**config.mk**
```make
export PLATFORM = sky130hd
export DESIGN_NAME = multichannel_windowed_weight_average_core
export DESIGN_NICKNAME = d
export VERILOG_FILES = /design/src/sv/mwwa_pkg.sv /design/src/sv/multichannel_windowed_weight_average_core.sv
export SDC_FILE = /design/constraint.sdc
export NUM_CORES = 2
export LEC_CHECK = 0
export ABC_AREA = 1
export BUFFER_PORTS_ARGS = -buffer_cell sky130_fd_sc_hd__buf_2
export CORE_ASPECT_RATIO = 0.6
export CORE_MARGIN = 10
export CORE_UTILIZATION = 30
export DETAILED_ROUTE_END_ITERATION = 16
export PLACE_DENSITY = 0.51
export REMOVE_ABC_BUFFERS = 1
export SYNTH_ARGS = -nofsm -noshare
export SYNTH_HDL_FRONTEND = slang
export SYNTH_SLANG_ARGS = --single-unit
export TNS_END_PERCENT = 30
```
**constraint.sdc**
```tcl
create_clock -name clk -period 5.9 [get_ports clk]
set_clock_uncertainty 0.2 [all_clocks]
set_input_delay 1.18 -clock clk [delete_from_list [all_inputs] [get_ports clk]]
set_output_delay 1.18 -clock clk [all_outputs]
set_load 0.01 [all_outputs]
```
**src/sv/mwwa_pkg.sv**
```systemverilog
`timescale 1ns / 1ps

package mwwa_pkg;

    // Sizing of the per-channel windows.
    localparam int CHANNELS     = 16;
    localparam int WINDOW_DEPTH = 16;

    localparam int CH_W      = (CHANNELS > 1) ? $clog2(CHANNELS) : 1;
    localparam int POS_W     = (WINDOW_DEPTH > 1) ? $clog2(WINDOW_DEPTH) : 1;
    localparam int ADDR_W    = CH_W + POS_W;
    localparam int MEM_DEPTH = 2 ** ADDR_W;
    localparam int CNT_W     = $clog2(WINDOW_DEPTH + 1);

    // Field widths of the stream payloads.
    localparam int CHAN_W   = 4;
    localparam int WEIGHT_W = 16;
    localparam int AVG_W    = 20;
    localparam int FRAC_W   = 4;

    // Sum of a full window, and the dividend with the fraction bits appended.
    localparam int SUM_W = WEIGHT_W + $clog2(WINDOW_DEPTH);
    localparam int DIV_W = SUM_W + FRAC_W;
    localparam int BIT_W = $clog2(DIV_W + 1);

    // Stream bus widths (whole bytes).
    localparam int S_TDATA_W = 24;
    localparam int M_TDATA_W = 32;

    // Configuration port.
    localparam int PADDR_W     = 3;
    localparam int PDATA_W     = 32;
    localparam int REG_SEL_BIT = 2;
    localparam int WL_W        = 5;
    localparam int WASTE_W     = 4;

    localparam logic REG_WINDOW_LENGTH = 1'b0;
    localparam logic REG_WASTE_CHANNEL = 1'b1;

    localparam logic [WL_W-1:0]    WL_RESET    = 5'd10;
    localparam logic [WASTE_W-1:0] WASTE_RESET = 4'd8;

endpackage

```
**src/sv/multichannel_windowed_weight_average_core.sv**
```systemverilog
// Per-channel moving average of load-cell weights, one shared add/subtract unit.
// A sample is written to the reading memory, then the channel's N readings
// (N = readings averaged, 1..16) are summed through the adder and divided in a 24-step
// restoring divide on the same adder; a channel index beyond the channel count skips these steps.
// The block takes a new sample only after the last result is loaded into the output register.
// Reset: rst_n (async, low) clears positions, full and presence flags and loads the registers.
`timescale 1ns / 1ps

module multichannel_windowed_weight_average_core
(
    input  logic                             clk,
    input  logic                             rst_n,
    // Sample requests: [3:0] channel, [19:4] weight_sample, [20] present.
    input  logic                             s_tvalid,
    output logic                             s_tready,
    input  logic [mwwa_pkg::S_TDATA_W-1:0]   s_tdata,
    // Results: [3:0] result_channel, [23:4] average_weight, [24] inserted,
    // [25] presence_changed, [26] window_full.
    output logic                             m_tvalid,
    input  logic                             m_tready,
    output logic [mwwa_pkg::M_TDATA_W-1:0]   m_tdata,
    // Configuration port.
    input  logic                             psel,
    input  logic                             penable,
    input  logic                             pwrite,
    input  logic [mwwa_pkg::PADDR_W-1:0]     paddr,
    input  logic [mwwa_pkg::PDATA_W-1:0]     pwdata,
    output logic [mwwa_pkg::PDATA_W-1:0]     prdata,
    output logic                             pready
);

    localparam logic [2:0] ST_IDLE   = 3'd0;
    localparam logic [2:0] ST_UPDATE = 3'd1;
    localparam logic [2:0] ST_SUM    = 3'd2;
    localparam logic [2:0] ST_DIV    = 3'd3;
    localparam logic [2:0] ST_DONE   = 3'd4;

    localparam int CH_W   = mwwa_pkg::CH_W;
    localparam int POS_W  = mwwa_pkg::POS_W;
    localparam int ADDR_W = mwwa_pkg::ADDR_W;
    localparam int CNT_W  = mwwa_pkg::CNT_W;
    localparam int SUM_W  = mwwa_pkg::SUM_W;
    localparam int DIV_W  = mwwa_pkg::DIV_W;
    localparam int BIT_W  = mwwa_pkg::BIT_W;

    logic [2:0]                       state_reg, state_next;

    // Configuration registers.
    logic [mwwa_pkg::WL_W-1:0]        wl_reg;
    logic [mwwa_pkg::WASTE_W-1:0]     waste_reg;
    logic                             cfg_we;

    // Per-channel window state.
    logic [POS_W-1:0]                 wpos_reg [mwwa_pkg::CHANNELS];
    logic                             full_reg [mwwa_pkg::CHANNELS];
    logic                             pres_reg [mwwa_pkg::CHANNELS];

    // Reading memory.
    logic [mwwa_pkg::WEIGHT_W-1:0]    mem [mwwa_pkg::MEM_DEPTH];
    logic [mwwa_pkg::WEIGHT_W-1:0]    rd_data_reg;
    logic                             mem_we;
    logic                             mem_re;
    logic [ADDR_W-1:0]                wr_addr;
    logic [ADDR_W-1:0]                rd_addr;

    // Sample held during processing.
    logic [mwwa_pkg::CHAN_W-1:0]      ch_reg;
    logic [mwwa_pkg::WEIGHT_W-1:0]    w_reg;
    logic                             pin_reg;
    logic                             ch_ok;
    logic [CH_W-1:0]                  ci;

    // Window update.
    logic [CNT_W-1:0]                 len;
    logic                             changed;
    logic                             base_full;
    logic [CNT_W-1:0]                 base_pos;
    logic [CNT_W-1:0]                 pos;
    logic [CNT_W-1:0]                 pos_inc;
    logic                             hit_end;
    logic                             full_new;
    logic [CNT_W-1:0]                 npos;
    logic                             upd_we;

    // Summing and division.
    logic [CNT_W-1:0]                 count_reg, count_next;
    logic [CNT_W-1:0]                 idx_reg, idx_next;
    logic                             rd_pend_reg, rd_pend_next;
    logic [SUM_W-1:0]                 acc_reg, acc_next;
    logic [DIV_W-1:0]                 dq_reg, dq_next;
    logic [CNT_W-1:0]                 rem_reg, rem_next;
    logic [BIT_W-1:0]                 bit_cnt_reg, bit_cnt_next;
    logic [CNT_W:0]                   shifted;

    // Shared add/subtract unit.
    logic [SUM_W-1:0]                 alu_a;
    logic [SUM_W-1:0]                 alu_b;
    logic                             alu_sub;
    logic [SUM_W:0]                   alu_res;

    // Result flags and output stage.
    logic                             chg_res_reg, chg_res_next;
    logic                             full_res_reg, full_res_next;
    logic                             ins_res_reg, ins_res_next;
    logic                             m_valid_reg, m_valid_next;
    logic [mwwa_pkg::M_TDATA_W-1:0]   m_data_reg;
    logic                             out_load;
    logic                             s_accept;

    // Configuration writes and reads.
    assign pready = 1'b1;
    assign cfg_we = psel & penable & pwrite;

    always_ff @(posedge clk or negedge rst_n)
    begin
        if (!rst_n)
        begin
            wl_reg    <= mwwa_pkg::WL_RESET;
            waste_reg <= mwwa_pkg::WASTE_RESET;
        end
        else if (cfg_we)
        begin
            unique case (paddr[mwwa_pkg::REG_SEL_BIT])
                mwwa_pkg::REG_WINDOW_LENGTH: wl_reg    <= pwdata[mwwa_pkg::WL_W-1:0];
                mwwa_pkg::REG_WASTE_CHANNEL: waste_reg <= pwdata[mwwa_pkg::WASTE_W-1:0];
                default: ;
            endcase
        end
    end

    always_comb
    begin
        unique case (paddr[mwwa_pkg::REG_SEL_BIT])
            mwwa_pkg::REG_WINDOW_LENGTH: prdata = mwwa_pkg::PDATA_W'(wl_reg);
            mwwa_pkg::REG_WASTE_CHANNEL: prdata = mwwa_pkg::PDATA_W'(waste_reg);
            default:                     prdata = '0;
        endcase
    end

    // Effective window length: zero counts as one, saturated to the depth.
    always_comb
    begin
        priority if (wl_reg == '0)
            len = CNT_W'(1);
        else if (int'(wl_reg) > mwwa_pkg::WINDOW_DEPTH)
            len = CNT_W'(mwwa_pkg::WINDOW_DEPTH);
        else
            len = CNT_W'(wl_reg);
    end

    // Input handshake.
    assign s_tready = (state_reg == ST_IDLE);
    assign s_accept = s_tvalid & s_tready;

    always_ff @(posedge clk)
    begin
        if (s_accept)
        begin
            ch_reg  <= s_tdata[3:0];
            w_reg   <= s_tdata[19:4];
            pin_reg <= s_tdata[20];
        end
    end

    assign ch_ok = (int'(ch_reg) < mwwa_pkg::CHANNELS);
    assign ci    = CH_W'(ch_reg);

    // Window update for the held sample: restart on a non-waste presence change, then advance.
    always_comb
    begin
        changed   = (pres_reg[ci] != pin_reg) && (ch_reg != waste_reg);
        base_pos  = changed ? '0 : CNT_W'(wpos_reg[ci]);
        base_full = changed ? 1'b0 : full_reg[ci];
        pos       = (base_pos >= len) ? '0 : base_pos;
        pos_inc   = pos + CNT_W'(1);
        hit_end   = (pos_inc == len);
        full_new  = base_full | hit_end;
        npos      = hit_end ? '0 : pos_inc;
    end

    assign upd_we  = (state_reg == ST_UPDATE) && ch_ok;
    assign mem_we  = upd_we;
    assign wr_addr = {ci, pos[POS_W-1:0]};

    always_ff @(posedge clk or negedge rst_n)
    begin
        if (!rst_n)
        begin
            for (int i = 0; i < mwwa_pkg::CHANNELS; i++)
            begin
                wpos_reg[i] <= '0;
                full_reg[i] <= 1'b0;
                pres_reg[i] <= 1'b0;
            end
        end
        else if (upd_we)
        begin
            wpos_reg[ci] <= npos[POS_W-1:0];
            full_reg[ci] <= full_new;
            pres_reg[ci] <= pin_reg;
        end
    end

    // Reading memory: one write port, one registered read port.
    assign mem_re  = (state_reg == ST_SUM) && (idx_reg != count_reg);
    assign rd_addr = {ci, idx_reg[POS_W-1:0]};

    always_ff @(posedge clk)
    begin
        if (mem_we)
        begin
            mem[wr_addr] <= w_reg;
        end
        if (mem_re)
        begin
            rd_data_reg <= mem[rd_addr];
        end
    end

    // Shared adder: accumulates readings, or tries a subtract for the divider.
    assign shifted = {rem_reg, dq_reg[DIV_W-1]};

    always_comb
    begin
        alu_a   = '0;
        alu_b   = '0;
        alu_sub = 1'b0;
        unique case (state_reg)
            ST_SUM:
            begin
                alu_a = acc_reg;
                alu_b = SUM_W'(rd_data_reg);
            end
            ST_DIV:
            begin
                alu_a   = SUM_W'(shifted);
                alu_b   = SUM_W'(count_reg);
                alu_sub = 1'b1;
            end
            default: ;
        endcase
    end

    assign alu_res = {1'b0, alu_a} + {1'b0, alu_b ^ {SUM_W{alu_sub}}} + (SUM_W+1)'(alu_sub);

    // Sequencer.
    assign out_load = (state_reg == ST_DONE) && (!m_valid_reg || m_tready);

    always_comb
    begin
        state_next    = state_reg;
        count_next    = count_reg;
        idx_next      = idx_reg;
        rd_pend_next  = 1'b0;
        acc_next      = acc_reg;
        dq_next       = dq_reg;
        rem_next      = rem_reg;
        bit_cnt_next  = bit_cnt_reg;
        chg_res_next  = chg_res_reg;
        full_res_next = full_res_reg;
        ins_res_next  = ins_res_reg;
        unique case (state_reg)
            ST_IDLE:
            begin
                if (s_accept)
                begin
                    state_next = ST_UPDATE;
                end
            end
            ST_UPDATE:
            begin
                idx_next = '0;
                acc_next = '0;
                if (ch_ok)
                begin
                    // A cleared window never has wrapped, so the position counts the writes.
                    count_next    = full_new ? len : npos;
                    chg_res_next  = changed;
                    full_res_next = full_new;
                    ins_res_next  = pin_reg;
                    state_next    = ST_SUM;
                end
                else
                begin
                    dq_next       = '0;
                    chg_res_next  = 1'b0;
                    full_res_next = 1'b0;
                    ins_res_next  = 1'b0;
                    state_next    = ST_DONE;
                end
            end
            ST_SUM:
            begin
                if (mem_re)
                begin
                    idx_next     = idx_reg + CNT_W'(1);
                    rd_pend_next = 1'b1;
                end
                if (rd_pend_reg)
                begin
                    acc_next = alu_res[SUM_W-1:0];
                end
                // The last reading arrives once every address has been issued.
                if (rd_pend_reg && (idx_reg == count_reg))
                begin
                    dq_next      = {alu_res[SUM_W-1:0], mwwa_pkg::FRAC_W'(0)};
                    rem_next     = '0;
                    bit_cnt_next = BIT_W'(DIV_W);
                    state_next   = ST_DIV;
                end
            end
            ST_DIV:
            begin
                // Restoring division, one quotient bit per cycle.
                rem_next     = alu_res[SUM_W] ? alu_res[CNT_W-1:0] : shifted[CNT_W-1:0];
                dq_next      = {dq_reg[DIV_W-2:0], alu_res[SUM_W]};
                bit_cnt_next = bit_cnt_reg - BIT_W'(1);
                if (bit_cnt_reg == BIT_W'(1))
                begin
                    state_next = ST_DONE;
                end
            end
            ST_DONE:
            begin
                if (out_load)
                begin
                    state_next = ST_IDLE;
                end
            end
            default:
            begin
                state_next = ST_IDLE;
            end
        endcase
    end

    always_ff @(posedge clk or negedge rst_n)
    begin
        if (!rst_n)
        begin
            state_reg   <= ST_IDLE;
            rd_pend_reg <= 1'b0;
            m_valid_reg <= 1'b0;
        end
        else
        begin
            state_reg   <= state_next;
            rd_pend_reg <= rd_pend_next;
            m_valid_reg <= m_valid_next;
        end
    end

    always_ff @(posedge clk)
    begin
        count_reg    <= count_next;
        idx_reg      <= idx_next;
        acc_reg      <= acc_next;
        dq_reg       <= dq_next;
        rem_reg      <= rem_next;
        bit_cnt_reg  <= bit_cnt_next;
        chg_res_reg  <= chg_res_next;
        full_res_reg <= full_res_next;
        ins_res_reg  <= ins_res_next;
    end

    // Output register: holds a result until it is taken.
    always_comb
    begin
        m_valid_next = m_valid_reg & ~m_tready;
        if (out_load)
        begin
            m_valid_next = 1'b1;
        end
    end

    always_ff @(posedge clk)
    begin
        if (out_load)
        begin
            m_data_reg <= {5'b0, full_res_reg, chg_res_reg, ins_res_reg,
                           dq_reg[mwwa_pkg::AVG_W-1:0], ch_reg};
        end
    end

    assign m_tvalid = m_valid_reg;
    assign m_tdata  = m_data_reg;

endmodule

```
==> flow_summary.toml <==
[status]
outcome = "finished, final reports clean"

[worst_setup_path]
setup.reg_to_reg.worst_slack_ns = 0.34
timing_worst_setup_path_type = "reg2reg"
crit_chain = "inv_2 -> nor2_4 -> inv_4 -> buf_4 -> o22ai_1 -> o21ai_1 -> nand2_1 -> nor2_1 -> nand2_4 -> nand2_1 -> nand3_1 -> nand2_2 -> nand2_2 -> nand3_2 -> inv_1 -> nor2_1 -> nand2_2 -> buf_4 -> nor2_1 -> buf_4"
setup_crit_start_kind = "register"
cp_slowest_stage_delay_ns = 0.61
rr_endpoint = "mem[138][8]"
cp_slowest_cell = "sky130_fd_sc_hd__edfxtp_1"
r2r_cells = 20
required_ns = 6.33
crit_arrival_ns = 5.99
critPathMaxFanout = 34
rr_startpoint = "ch_reg[0]"
critical_path.endpoint_type = "register"

[sta]
slew_headroom_pct = 12.44
finalHoldViolations = 0
slew_violations = 0
report.final.setup_viol = 0
min_period_ns = 5.556
max_clock_freq_mhz = 180.0
final_worst_path_cycle_share_pct = 94.17
setup_ws_ns = 0.3437
unrepaired_setup_endpoints_after_global_routing = "no"
worst_slew_pin_tran_ns = 1.309
timing.setup.tns_ns = 0

[global_route]
maximum_number_of_pins_on_one_net_before_global_route_repair = 146
vias_in_the_first_global_route = 97850
grt_remaining_overflow = 0
groute.usage.overall_pct = 17.07
grt_antenna_before_repair = 53
grt_first_pass_wirelength_um = 763100

[logic_synthesis]
synthesis.yosys.warnings = 0
part_of_the_yosys_area_used_for_sequential_elements_pct = 75.69
yosysUniqueCellTypes = 58
synth-edff-count = 4227
dominantRegCellSynth = "sky130_fd_sc_hd__edfxtp_1"
post_synth.cell_area_avg_um2 = 13.88
ys_async_rst_share_pct = 2.536
syn_area_um2 = 171300
post_synth_inst_count = 12340
ys_ff_latch = 4337

[cts]
tritoncts = "done"
tritoncts_num_sinks = 4337
number_of_buffers_between_clock_root_and_the_deepest_sink = 4
clock_tree.root_cell = "sky130_fd_sc_hd__clkbuf_16"
htree_num_levels = 5
clock_insertion_delay_worst_skew_ns = 0.98
cts-buffers-inserted = 375
clkTransAtPathRegs_ns = 0.07
post-cts-setup-buffer-count = 0

[min_path]
hold_crit_class = "in2async"

[routing]
drtPass1Iterations = 6
wl_per_cell_um = 26.38
totalWireLength_um = 539500
final_antenna_net_count = 0
drt_first_iter_violations = 15280
drc = 0
vias_per_cell = 5.247
routed-via-count = 107300

[floorplanning]
dieWidth_um = 995.6
floorplan.io_pins = 133
core-area_um2 = 567600
placementRows = 214
dieArea_um2 = 602700
initial_utilization_pct = 30.18
die_height_um = 605.4

[placement]
routabilityCongestion = 0.8667
io_buffers = 67
dpl.hpwl_um = 330100
dp_worst_setup_slack_ns = 0.4427
numPlacedInstances = 19760

[layout]
synthToLayoutAreaGrowth_pct = 14.76
final_cell_count_no_fill = 20460
nets = 12660
fraction_of_final_layout_cells_with_drive_strength_greater_than_1_pct = 10.79
fill_cells = 54980
finalCoreUtilization_pct = 34.64
largest_register_ff_count = 4096

[pwr]
power_density_nw_per_um2 = 470.3
post-layout-total-power_mw = 92.47
worst_ir_drop_vdd_uv = 334.8
p_leak_nw = 62.66

[flow_run]
cap_viol_max_count = 0
==> per-stage QoR <==
stage          hold slack, ns  instance area [µm²]
3_3_place_gp           0.2052               184400
5_1_grt                0.1065               196600
2_1_floorplan          0.2003               167800
3_5_place_dp           0.2088               184400
4_1_cts               0.08922               196600
6_report              0.08820               196600
==> final cells by class <==
cell class              instances  area [µm²]  share of cell area [%]
multi-input cells            6988       38030                   19.34
flip-flops and latches       4337      129700                   65.96
clock inverters               237        2357                   1.199
inverters                     114       465.4                  0.2367
repair buffers                756        6769                   3.443
clock buffers                 454        9829                   4.999
diodes                          9       22.52                 0.01145
well taps                    7560        9459                   4.811
==> critical path, delay by kind of cell, from the launching register on <==
family                 cells  cell delay (ns)
buffers and inverters      6             1.85
DFF                        1             0.61
AOI/OAI and AO/OA          2             0.30
and+or+nand+nor           12             2.21
==> cells in the mapped netlist, types with 13 or more instances <==
cell type | instances | area share [%]
sky130_fd_sc_hd__nand3_1 | 250 | 0.73
sky130_fd_sc_hd__inv_1 | 99 | 0.22
sky130_fd_sc_hd__ha_1 | 25 | 0.18
sky130_fd_sc_hd__nor3_1 | 13 | 0.038
sky130_fd_sc_hd__nor2_1 | 2642 | 5.8
sky130_fd_sc_hd__xnor2_1 | 18 | 0.092
sky130_fd_sc_hd__a31oi_1 | 237 | 0.87
sky130_fd_sc_hd__clkbuf_1 | 758 | 1.7
sky130_fd_sc_hd__mux2i_1 | 404 | 2.4
sky130_fd_sc_hd__buf_4 | 36 | 0.16
sky130_fd_sc_hd__edfxtp_1 | 4227 | 74
sky130_fd_sc_hd__o32ai_1 | 618 | 3.2
sky130_fd_sc_hd__buf_2 | 13 | 0.038
sky130_fd_sc_hd__o221ai_1 | 410 | 2.1
sky130_fd_sc_hd__o21ai_0 | 1104 | 3.2
sky130_fd_sc_hd__a21oi_1 | 38 | 0.11
sky130_fd_sc_hd__o211ai_1 | 116 | 0.51
sky130_fd_sc_hd__o22ai_1 | 36 | 0.13
sky130_fd_sc_hd__buf_1 | 121 | 0.27
sky130_fd_sc_hd__nor4_1 | 50 | 0.18
sky130_fd_sc_hd__dfrtp_1 | 107 | 1.6
sky130_fd_sc_hd__nand2_1 | 895 | 2.0
==> logic make-up (layout without fill, tap and decap cells) <==
logic type      after synthesis  after routing  share of synthesized area, %
fa+ha+maj                    26             26                        0.1943
mux                         404            404                         2.360
flops                      4337           4337                         75.69
compound gates             2623           2623                         10.39
buf+inv                    1046           1561                         2.397
other cells                   2             42                      0.004383
simple gates               3876           3876                         8.828
xor+xnor                     26             26                        0.1329
==> placed cells by master (no fill, tap or decap), drive strengths merged, types with 9 or more instances in the layout <==
| cell type | Yosys | routed |
|---|---|---|
| mux2i | 404 | 404 |
| diode | 0 | 9 |
| o211ai | 116 | 116 |
| clkinv | 4 | 165 |
| nand3 | 253 | 253 |
| nor2 | 2647 | 2647 |
| nand2 | 905 | 905 |
| buf | 174 | 756 |
| nor3 | 13 | 13 |
| conb | 2 | 33 |
| a22oi | 11 | 11 |
| clkinvlp | 0 | 21 |
| ha | 25 | 25 |
| clkbuf | 758 | 454 |
| o221ai | 410 | 410 |
| dfrtp | 107 | 107 |
| nor4 | 50 | 50 |
| inv | 110 | 123 |
| bufinv | 0 | 42 |
| edfxtp | 4227 | 4227 |
| o32ai | 618 | 618 |
| xnor2 | 18 | 18 |
| o22a | 12 | 12 |
| o22ai | 36 | 36 |
| a31oi | 237 | 237 |
| o21ai | 1114 | 1114 |
| a21oi | 39 | 39 |
==> what timing repair did <==
action                                  4_1_cts  5_1_grt
resized for setup                             0        1
hold buffers                                  0        0
endpoints found under the setup margin        0       12
==> worst max path at each step <==
stage	depth (start not counted)	startpoint	endpoint
2_1_floorplan	8	idx_reg[0]	rd_data_reg[6]
3_3_place_gp	21	ch_reg[1]	mem[247][9]
3_5_place_dp	19	ch_reg[0]	mem[74][15]
4_1_cts	21	ch_reg[1]	mem[74][3]
5_1_grt	26	ch_reg[1]	count_reg[2]
6_report	20	ch_reg[0]	mem[138][8]
==> per-layer routing <==
| layer | part of all wire, % | vias up | track usage (%) | routed length [µm] |
|---|---|---|---|---|
| li1 | - | 47230 | - | - |
| met1 | 48 | 54860 | 27.41 | 259800 |
| met2 | 40 | 4709 | 22.84 | 214200 |
| met3 | 10 | 526 | 4.506 | 56520 |
| met4 | 1.7 | 8 | 2.725 | 8941 |
| met5 | 0.0098 | - | 0 | 53 |
==> power by group <==
group / internal, mW / switching [mW]
Clock: 13.8 / 11.7
Sequential: 35.3 / 0.459
Combinational: 8.47 / 22.8
No activity file was read; power rests on OpenSTA's default activity.
